**config.mk**
```make
export PLATFORM = sky130hd
export DESIGN_NAME = half_step_stepper_driver_core
export DESIGN_NICKNAME = d
export VERILOG_FILES = /design/src/rtl/hssd_pkg.sv /design/src/rtl/hssd_div.sv /design/src/rtl/half_step_stepper_driver_core.sv
export VERILOG_INCLUDE_DIRS = /design/src /design/src/rtl
export SDC_FILE = /design/constraint.sdc
export NUM_CORES = 1
export LEC_CHECK = 0
export ABC_CLOCK_PERIOD_IN_PS = 4800
export BUFFER_PORTS_ARGS = -buffer_cell sky130_fd_sc_hd__buf_4
export CORE_MARGIN = 8
export CORE_UTILIZATION = 55
export DETAILED_ROUTE_END_ITERATION = 12
export PLACE_DENSITY = 0.76
export SYNTH_ARGS = -nofsm -noshare
export SYNTH_HDL_FRONTEND = slang
export SYNTH_HIERARCHICAL = 1
export SYNTH_SLANG_ARGS = --single-unit
```
**constraint.sdc**
```tcl
create_clock -name clock -period 4.8 [get_ports clock]
set_clock_uncertainty 0.05 [all_clocks]
set_input_delay 0.96 -clock clock [delete_from_list [all_inputs] [get_ports clock]]
set_output_delay 0.96 -clock clock [all_outputs]
set_load 0.02 [all_outputs]
```
**src/rtl/assert_macros.svh**
```systemverilog
// ---------------------------------------------------------------------------
// Assertion macros
// Concurrent assertion wrappers that compile to nothing under synthesis.
// ---------------------------------------------------------------------------
`ifndef ASSERT_MACROS_SVH
`define ASSERT_MACROS_SVH

`ifndef SYNTHESIS
// Checks that prop holds at every rising edge of clk outside reset.
`define ASSERT_CLK(label, clk, rst, prop, msg) \
   label: assert property (@(posedge clk) disable iff (rst) (prop)) else $error(msg);
// Checks that expr is never true at a rising edge of clk outside reset.
`define ASSERT_NEVER(label, clk, rst, expr, msg) \
   label: assert property (@(posedge clk) disable iff (rst) !(expr)) else $error(msg);
`else
`define ASSERT_CLK(label, clk, rst, prop, msg)
`define ASSERT_NEVER(label, clk, rst, expr, msg)
`endif

`endif

```
**src/rtl/hssd_pkg.sv**
```systemverilog
// ---------------------------------------------------------------------------
// Half-step stepper driver package
// Shared widths, codes, the half-step coil table and divider status type.
// ---------------------------------------------------------------------------
package hssd_pkg;

   localparam int TF_W      = 20;   // timer frequency, dividend of both divisions
   localparam int LIM_W     = 15;   // speed limit, threshold, divisor width
   localparam int SPEED_W   = 16;
   localparam int COIL_W    = 4;
   localparam int POS_W     = 32;
   localparam int MOTION_W  = 2;
   localparam int PHASE_W   = 3;
   localparam int CSR_IDX_W = 2;
   localparam int REQ_DATA_W = 16;
   localparam int RSP_DATA_W = 40;

   localparam logic [15:0] HALT_INTERVAL = 16'hffff;

   typedef logic [MOTION_W-1:0]  motion_type;
   typedef logic [CSR_IDX_W-1:0] csr_index_type;

   localparam motion_type MOT_HALT = 2'd0;
   localparam motion_type MOT_FWD  = 2'd1;
   localparam motion_type MOT_BWD  = 2'd2;

   localparam csr_index_type CSR_TIMER_FREQ     = 2'd0;
   localparam csr_index_type CSR_SPEED_LIMIT    = 2'd1;
   localparam csr_index_type CSR_SAVE_THRESHOLD = 2'd2;
   localparam csr_index_type CSR_INVERT         = 2'd3;

   localparam logic OP_TICK      = 1'b0;
   localparam logic OP_SET_SPEED = 1'b1;

   typedef struct packed {
      logic busy;
      logic done;
   } div_status_type;

   // Half-step coil patterns, bit 0 is the first coil column.
   function automatic logic [COIL_W-1:0] half_step_coils(input logic [PHASE_W-1:0] phase);
      logic [COIL_W-1:0] pattern;
      case (phase)
         3'd0:    pattern = 4'd5;
         3'd1:    pattern = 4'd4;
         3'd2:    pattern = 4'd6;
         3'd3:    pattern = 4'd2;
         3'd4:    pattern = 4'd10;
         3'd5:    pattern = 4'd8;
         3'd6:    pattern = 4'd9;
         3'd7:    pattern = 4'd1;
         default: pattern = 4'd0;
      endcase
      return pattern;
   endfunction

endpackage

```
**src/rtl/hssd_div.sv**
```systemverilog
// ---------------------------------------------------------------------------
// Bit-serial restoring divider
// Produces one quotient bit per cycle of a timer-frequency-wide dividend.
// ---------------------------------------------------------------------------
module hssd_div
   import hssd_pkg::*;
(
   input  logic             clock,
   input  logic             reset,
   input  logic             start,
   input  logic [TF_W-1:0]  dividend,
   input  logic [LIM_W-1:0] divisor,
   output logic [TF_W-1:0]  quotient,
   output div_status_type   status
);

   localparam int CNT_W = $clog2(TF_W + 1);

   logic [TF_W-1:0]  quot_ff, quot_in;
   logic [LIM_W-1:0] rem_ff, rem_in;
   logic [LIM_W-1:0] dvs_ff, dvs_in;
   logic [CNT_W-1:0] cnt_ff, cnt_in;
   logic             busy_ff, busy_in;
   logic             done_ff, done_in;
   logic [LIM_W:0]   trial;
   logic             fits;

   // The dividend shifts out at the top while quotient bits shift in below.
   assign trial = {rem_ff, quot_ff[TF_W-1]};
   assign fits  = trial >= {1'b0, dvs_ff};

   always_comb begin
      quot_in = quot_ff;
      rem_in  = rem_ff;
      dvs_in  = dvs_ff;
      cnt_in  = cnt_ff;
      busy_in = busy_ff;
      done_in = 1'b0;
      if (start) begin
         quot_in = dividend;
         rem_in  = '0;
         dvs_in  = divisor;
         cnt_in  = CNT_W'(TF_W);
         busy_in = 1'b1;
      end else if (busy_ff) begin
         quot_in = {quot_ff[TF_W-2:0], fits};
         rem_in  = fits ? LIM_W'(trial - {1'b0, dvs_ff}) : trial[LIM_W-1:0];
         cnt_in  = cnt_ff - 1'b1;
         if (cnt_ff == CNT_W'(1)) begin
            busy_in = 1'b0;
            done_in = 1'b1;
         end
      end
   end

   always_ff @(posedge clock) begin
      if (reset) begin
         busy_ff <= 1'b0;
         done_ff <= 1'b0;
         cnt_ff  <= '0;
      end else begin
         busy_ff <= busy_in;
         done_ff <= done_in;
         cnt_ff  <= cnt_in;
      end
   end

   always_ff @(posedge clock) begin
      quot_ff <= quot_in;
      rem_ff  <= rem_in;
      dvs_ff  <= dvs_in;
   end

   assign quotient    = quot_ff;
   assign status.busy = busy_ff;
   assign status.done = done_ff;

endmodule

```
**src/rtl/half_step_stepper_driver_core.sv**
```systemverilog
// A timer tick transaction passes from the idle state through the tick state into
// the output register; a speed command passes through the clamp, divide and finish
// states and waits in the divide state on the two 20-step bit-serial dividers that
// run side by side. A new transaction is taken only once the sequencer is idle again.
// Results wait in an output register, so a stalled result side only holds the block.
// Reset (synchronous, active high) restores the register defaults, halts the motor,
// drives all coils off and clears the position counter.
`include "assert_macros.svh"
// ---------------------------------------------------------------------------
// Half-step stepper driver core
// Sequences one bipolar stepper through an 8-entry half-step table from timer
// ticks and signed speed commands, with clamp, direction and power save.
// ---------------------------------------------------------------------------
module half_step_stepper_driver_core
   import hssd_pkg::*;
#(
   parameter int PERIOD_BITS = 16
)
(
   input  logic                   clock,
   input  logic                   reset,
   // Request stream.
   input  logic                   req_tvalid,
   output logic                   req_tready,
   input  logic [REQ_DATA_W-1:0]  req_tdata,   // [15:0] speed (signed)
   input  logic                   req_tuser,   // [0] opcode
   // Result stream.
   output logic                   rsp_tvalid,
   input  logic                   rsp_tready,
   output logic [RSP_DATA_W-1:0]  rsp_tdata,   // [3:0] coils, [35:4] position,
                                               // [37:36] motion, [38] stepped, [39] zero
   // Configuration write channel.
   input  logic                   csr_valid,
   output logic                   csr_ready,
   input  csr_index_type          csr_index,
   input  logic [TF_W-1:0]        csr_data
);

   // Counter range. The quotients are at most TF_W bits wide, so the saturation
   // compare is done at whichever width is larger.
   localparam logic [PERIOD_BITS-1:0] PERIOD_MAX = '1;
   localparam logic [PERIOD_BITS-1:0] HALT_IV    = PERIOD_BITS'(HALT_INTERVAL);
   localparam int WIDE_W = (PERIOD_BITS > TF_W) ? PERIOD_BITS : TF_W;

   // Sequencer states.
   localparam logic [2:0] ST_IDLE  = 3'd0;
   localparam logic [2:0] ST_TICK  = 3'd1;
   localparam logic [2:0] ST_CLAMP = 3'd2;
   localparam logic [2:0] ST_DIV   = 3'd3;
   localparam logic [2:0] ST_FIN   = 3'd4;

   function automatic logic [PERIOD_BITS-1:0] sat_period(input logic [TF_W-1:0] q);
      logic [WIDE_W-1:0] qw;
      qw = WIDE_W'(q);
      if (qw > WIDE_W'(PERIOD_MAX)) sat_period = PERIOD_MAX;
      else sat_period = qw[PERIOD_BITS-1:0];
   endfunction

   // Configuration registers.
   logic [TF_W-1:0]   freq_ff;
   logic [LIM_W-1:0]  limit_ff;
   logic [LIM_W-1:0]  thresh_ff;
   logic              invert_ff;

   // Motor state.
   logic [2:0]             state_ff, state_in;
   logic [PHASE_W-1:0]     phase_ff, phase_in;
   logic [POS_W-1:0]       count_ff, count_in;
   motion_type             motion_ff, motion_in;
   logic [PERIOD_BITS-1:0] interval_ff, interval_in;
   logic [PERIOD_BITS-1:0] period_ff, period_in;
   logic                   save_en_ff, save_en_in;
   logic [PERIOD_BITS-1:0] save_cmp_ff, save_cmp_in;
   logic [COIL_W-1:0]      coil_ff, coil_in;

   // Latched request and the clamped command waiting for the dividers.
   logic                   op_ff;
   logic [SPEED_W-1:0]     speed_ff;
   motion_type             pend_motion_ff, pend_motion_in;
   logic                   pend_save_ff, pend_save_in;
   logic [LIM_W-1:0]       mag_in;

   // Output register.
   logic                   rsp_valid_ff, rsp_valid_in;
   logic [RSP_DATA_W-1:0]  rsp_data_ff, rsp_data_in;

   logic                   req_fire;
   logic                   slot_free;
   logic                   load;
   logic                   tick_commit;
   logic                   stepped;

   // Tick datapath.
   logic [PERIOD_BITS:0]   next_count;
   logic                   ended;
   logic                   moving;
   logic                   up;

   // Clamp datapath.
   logic                   neg;
   logic [SPEED_W-1:0]     abs_speed;

   // Dividers: timer frequency over speed magnitude, and over the threshold.
   logic                   div_start;
   logic [TF_W-1:0]        q_speed, q_save;
   div_status_type         st_speed, st_save;

   // Divider status summaries used by the checks below.
   logic                   div_busy;
   logic                   div_done_any;
   logic                   div_done_ok;

   assign csr_ready  = 1'b1;
   assign req_tready = (state_ff == ST_IDLE);
   assign req_fire   = req_tvalid && req_tready;
   assign slot_free  = !rsp_valid_ff || rsp_tready;
   assign rsp_tvalid = rsp_valid_ff;
   assign rsp_tdata  = rsp_data_ff;

   // Configuration writes. Indexes beyond the list do not exist with this width.
   always_ff @(posedge clock) begin
      if (reset) begin
         freq_ff   <= TF_W'(100000);
         limit_ff  <= LIM_W'(1100);
         thresh_ff <= LIM_W'(650);
         invert_ff <= 1'b0;
      end else if (csr_valid && csr_ready) begin
         case (csr_index)
            CSR_TIMER_FREQ:     freq_ff   <= csr_data;
            CSR_SPEED_LIMIT:    limit_ff  <= csr_data[LIM_W-1:0];
            CSR_SAVE_THRESHOLD: thresh_ff <= csr_data[LIM_W-1:0];
            CSR_INVERT:         invert_ff <= csr_data[0];
            default:            ;
         endcase
      end
   end

   // The period ends when the incremented count reaches the interval. A zero
   // interval therefore ends a period on every tick.
   assign next_count = {1'b0, period_ff} + 1'b1;
   assign ended      = next_count >= {1'b0, interval_ff};
   assign moving     = (motion_ff == MOT_FWD) || (motion_ff == MOT_BWD);
   assign up         = (motion_ff == MOT_FWD) ^ invert_ff;

   // Clamp of the signed command against the limit. The magnitude of the most
   // negative speed still fits in SPEED_W unsigned bits.
   assign neg       = speed_ff[SPEED_W-1];
   assign abs_speed = neg ? SPEED_W'(-speed_ff) : speed_ff;
   assign mag_in    = (abs_speed > {1'b0, limit_ff}) ? limit_ff : abs_speed[LIM_W-1:0];

   always_comb begin
      if (mag_in == '0) pend_motion_in = MOT_HALT;
      else if (neg) pend_motion_in = MOT_BWD;
      else pend_motion_in = MOT_FWD;
   end
   assign pend_save_in = mag_in < thresh_ff;

   assign div_start = (state_ff == ST_CLAMP);

   hssd_div u_div_speed (
      .clock    (clock),
      .reset    (reset),
      .start    (div_start),
      .dividend (freq_ff),
      .divisor  (mag_in),
      .quotient (q_speed),
      .status   (st_speed)
   );

   hssd_div u_div_save (
      .clock    (clock),
      .reset    (reset),
      .start    (div_start),
      .dividend (freq_ff),
      .divisor  (thresh_ff),
      .quotient (q_save),
      .status   (st_save)
   );

   // Main sequencer. A result is committed only when the output register can take
   // it, and the motor state is updated in that same cycle.
   always_comb begin
      state_in    = state_ff;
      phase_in    = phase_ff;
      count_in    = count_ff;
      motion_in   = motion_ff;
      interval_in = interval_ff;
      period_in   = period_ff;
      save_en_in  = save_en_ff;
      save_cmp_in = save_cmp_ff;
      coil_in     = coil_ff;
      load        = 1'b0;
      tick_commit = 1'b0;
      stepped     = 1'b0;

      case (state_ff)
         ST_IDLE: begin
            if (req_fire) begin
               state_in = (req_tuser == OP_SET_SPEED) ? ST_CLAMP : ST_TICK;
            end
         end
         ST_TICK: begin
            if (slot_free) begin
               load        = 1'b1;
               tick_commit = 1'b1;
               stepped     = ended;
               state_in    = ST_IDLE;
               if (ended) begin
                  period_in = '0;
                  if (moving) begin
                     if (up) begin
                        phase_in = phase_ff + 1'b1;
                        count_in = count_ff + 1'b1;
                     end else begin
                        phase_in = phase_ff - 1'b1;
                        count_in = count_ff - 1'b1;
                     end
                     coil_in = half_step_coils(phase_in);
                  end else begin
                     coil_in = '0;
                  end
               end else begin
                  period_in = next_count[PERIOD_BITS-1:0];
               end
               // Power save clears the coils even on a tick that stepped.
               if (save_en_ff && (period_in == save_cmp_ff)) begin
                  coil_in = '0;
               end
            end
         end
         ST_CLAMP: begin
            state_in = ST_DIV;
         end
         ST_DIV: begin
            if (st_speed.done) state_in = ST_FIN;
         end
         ST_FIN: begin
            if (slot_free) begin
               load      = 1'b1;
               state_in  = ST_IDLE;
               motion_in = pend_motion_ff;
               if (pend_motion_ff == MOT_HALT) begin
                  // Halting leaves the coils and the compare value as they are.
                  interval_in = HALT_IV;
                  save_en_in  = 1'b0;
               end else begin
                  interval_in = sat_period(q_speed);
                  if (thresh_ff == '0) begin
                     save_cmp_in = PERIOD_MAX;
                     save_en_in  = 1'b0;
                  end else begin
                     save_cmp_in = sat_period(q_save);
                     save_en_in  = pend_save_ff;
                  end
               end
            end
         end
         default: begin
            state_in = ST_IDLE;
         end
      endcase
   end

   assign rsp_valid_in = load ? 1'b1 : (rsp_tready ? 1'b0 : rsp_valid_ff);
   assign rsp_data_in  = load ? {1'b0, stepped, motion_in, count_in, coil_in} : rsp_data_ff;

   always_ff @(posedge clock) begin
      if (reset) begin
         state_ff     <= ST_IDLE;
         phase_ff     <= '0;
         count_ff     <= '0;
         motion_ff    <= MOT_HALT;
         interval_ff  <= HALT_IV;
         period_ff    <= '0;
         save_en_ff   <= 1'b0;
         save_cmp_ff  <= '0;
         coil_ff      <= '0;
         rsp_valid_ff <= 1'b0;
      end else begin
         state_ff     <= state_in;
         phase_ff     <= phase_in;
         count_ff     <= count_in;
         motion_ff    <= motion_in;
         interval_ff  <= interval_in;
         period_ff    <= period_in;
         save_en_ff   <= save_en_in;
         save_cmp_ff  <= save_cmp_in;
         coil_ff      <= coil_in;
         rsp_valid_ff <= rsp_valid_in;
      end
   end

   // Payload registers need no reset.
   always_ff @(posedge clock) begin
      rsp_data_ff <= rsp_data_in;
      if (req_fire) begin
         op_ff    <= req_tuser;
         speed_ff <= req_tdata;
      end
      if (state_ff == ST_CLAMP) begin
         pend_motion_ff <= pend_motion_in;
         pend_save_ff   <= pend_save_in;
      end
   end

   assign div_busy     = st_speed.busy || st_save.busy;
   assign div_done_any = st_speed.done || st_save.done;
   assign div_done_ok  = (state_ff == ST_DIV) && st_speed.done && st_save.done &&
                         (op_ff == OP_SET_SPEED);

   // A new transaction is never accepted while a division is still running.
   `ASSERT_NEVER(a_no_accept_during_div, clock, reset, req_fire && div_busy, "accept while busy")

   // Both dividers start together and finish together, only while waiting on them.
   `ASSERT_CLK(a_div_done_in_wait, clock, reset, div_done_any |-> div_done_ok, "stray div done")

   // The position only moves on a committed tick.
   `ASSERT_CLK(a_position_on_tick, clock, reset, !tick_commit |=> $stable(count_ff), "bad move")

endmodule
```
==> summary.md <==
| Metric | Value |
|---|---|
| Worst hold margin | 0.4281 ns |
| # Max-Cap Violations | 0 |
| Via count | around 14000 |
| Final Power | about 8.7 mW |
| Syn_nets | 2079 |
| Dpl hpwl | slightly above 30000 um |
| Power share of the combinational group | between 20% and 30% |
| Highest Clock Rate | between 200 and 250 MHz |
| Vias/cell | 5.829 |
| Cts bufs inserted | 35 |
| HP Class | reg -> reg |
| Core region area | between 30000 and 40000 um2 |
| Number of I/O port buffers | 84 |
| Horiz. Die Dim | 195.4 um |
| Post-route setup slack | -0.1723 ns |
| Layout cell share with drive strength beyond 1 | about 14% |
| Rows | 65 |
| Number of hold violations in the final report | 0 |
| Slew Viols, Final | 0 |
| CP Data Required Time | just over 5 ns |
| CP Capture Type | flip-flop |
| Register Area | ~7600 um2 |
| Mapped Avg Cell Area | about 9.2 um2 |
| ANT cells | 0 |
| CTS Hold Buffers Added | 0 |
| Lkg Pwr | between 8 and 9 nW |
| Final Wtd Congestion | between 0.8 and 0.9 |
| Switching Fraction | 31.54% |
| CTS tree | done |
| Post-Layout Inst Area | 20160 um2 |
| Gate Count Post-Synth | between 1500 and 2000 |
| Clock Tree Root | clkbuf_16 |
| Average routed wire per standard cell | about 17 um |
| Clk_lat worst skew | ~0.53 ns |
| Critical-path cell list | or4_4 -> or3_4 -> o41ai_4 -> xnor2_2 -> ha_1 -> a21o_1 -> a21o_1 -> a31oi_2 -> a41oi_1 -> nor2_2 -> a31oi_4 -> mux2_4 -> ha_4 -> a21o_1 -> a21o_1 -> a21o_1 -> a21oi_1 -> nor2b_1 -> o21ai_1 -> nand2b_1 -> a221o_1 -> a31oi_1 |
| Slew of the pin with the lowest slew margin | roughly 1.2 ns |
| Status | finished, violations left |
| Total Die Area | ~38000 um2 |
| Final net count | roughly 2200 |
| Net Switching | approximately 2.7 mW |
| Area growth, synth to finish | 13.92% |
| WP buf/inv | 0 |
| Initial Utilization | between 50% and 60% |
| CP max stage cell | or4_4 |
| Most common cell on crit path | a21o_1 |
| Worst Path Max Fanout | 4 |
| Tcrit/Tclk final | 103.6% |
| Int Pwr | between 5 and 6 mW |
| Worst VDD drop | ~0.29 mV |
| Ys Warns | 6 |
| Post-Syn Area | 17700 um2 |
| Slew HR | between 10% and 20% |
| Die Y | a little under 200 um |
| GRT Overall Usage | 21.63% |
| Clock sinks | roughly 320 |
| # fillers | about 2600 |
| Clock network fraction of total power | roughly a third |
| Clock Path Buffers | 3 |
| Setup-failing EPs final | 1 |
| Initial antenna violation count | 0 |
| Final core utilization | a little under two thirds |
| Pin count of the biggest net entering global routing | around 120 |
| Crit start category | flip-flop |
| Drc violations | 0 |
| CP delay by family, top | compound AO/OA/AOI/OAI gates |
| Setup TNS | -0.1723 ns |
| Global route total overflow | 0 |
| DP Area | about 19000 um2 |
| Reg power frac | a little under 40% |
| Violated checks | setup timing |
| H-tree depth | 2 |
| First-pass GRT wire length | a little under 70000 um |
| Critical path class | reg -> reg |
| Initial DRC count | around 1100 |
| Antenna viol nets, final | 0 |
| IO Pins | a little under 90 |
| Total wire length | 42360 um |
| CP Data Arrival Time | between 5 and 6 ns |
| Pwr per Cell Area | about 430 nW/um2 |
| Vias in the first global route | about 14000 |
| Drt pass-1 iters | 5 |
| CP peak stage delay | 0.55 ns |
| Clock-pin slew on the worst setup and hold paths | about 0.060 ns |
| RSZ-0062 raised after global routing | true |
| Area of the multi-input gates | 9346 um2 |
| Tmin final | 4.972 ns |
==> flip-flops by register name, indices dropped and copies added, names as in the netlist, 16 cells and up <==
name,count
interval_ff,16
period_ff,16
freq_ff,20
rsp_tdata,39
save_cmp_ff,16
count_ff,32
speed_ff,16
u_div_save/quotient,20
u_div_speed/quotient,20
==> cell type report <==
class | count | share of cell area [%]
inverters | 111 | 2.067
clock buffers | 45 | 4.848
multi-input cells | 1402 | 46.37
well taps | 402 | 2.495
flip-flops and latches | 316 | 37.74
clock inverters | 19 | 1.086
repair buffers | 140 | 5.400
==> worst min-delay path, stage by stage (launching register included) <==
cell and delay [ns]:
dfxtp_1 0.32, nand2_1 0.05, a21oi_1 0.06
==> placed cells by master (no fill, tap or decap), types with 28 or more instances in the layout <==
cell and count:
xor2_1 31, clkbuf_16 37, xnor2_1 56, inv_1 111, nand2b_1 38, buf_4 137
nor3_1 47, nor2_1 148, nand2_1 251, nand4_1 28, ha_1 114, nand3_1 32
a21oi_1 153, edfxtp_1 128, mux2_2 49, nor2b_1 34, o21ai_0 67, dfxtp_1 188
==> power by group through the flow <==
stage | clock (mW) | sequential, mW | combinational, mW
floorplan | 0 | 3.39 | 1.94
global placement | 0 | 3.43 | 2.43
detailed placement | 0 | 3.44 | 2.50
CTS | 2.81 | 3.39 | 2.52
global route | 2.92 | 3.43 | 2.80
finish | 2.76 | 3.39 | 2.54
==> layer usage <==
metal	wire, um	share of wire [%]	track usage [%]	vias up
li1	-	-	-	7031
met1	19370	46	28.98	6749
met2	20010	47	35.73	344
met3	2070	4.9	3.164	70
met4	913	2.2	6.569	0
met5	0	0	0	-
==> worst paths after layout <==
check	startpoint	endpoint	slack, ns	cells after the start
min	phase_ff[2]	phase_ff[2]	0.43	2
min reg2reg	phase_ff[2]	phase_ff[2]	0.43	2
max	speed_ff[6]	pend_save_ff	-0.17	22
max reg2reg	speed_ff[6]	pend_save_ff	-0.17	22
==> timing repair <==
item | CTS | global route
gates resized for setup | 1 | 4
setup buffers | 2 | 2
endpoints found under the setup margin | 1 | 13
pin swaps | 11 | 4
==> stage by stage <==
step           setup slack, ns  cells
3_5_place_dp           -0.3023   2367
6_report               -0.1723   2435
5_1_grt                -0.3529   2435
4_1_cts                -0.1375   2433
2_1_floorplan         -0.09129   1916
3_3_place_gp           -0.1621   2367
Note: power is estimated with default switching activity, not from simulation.
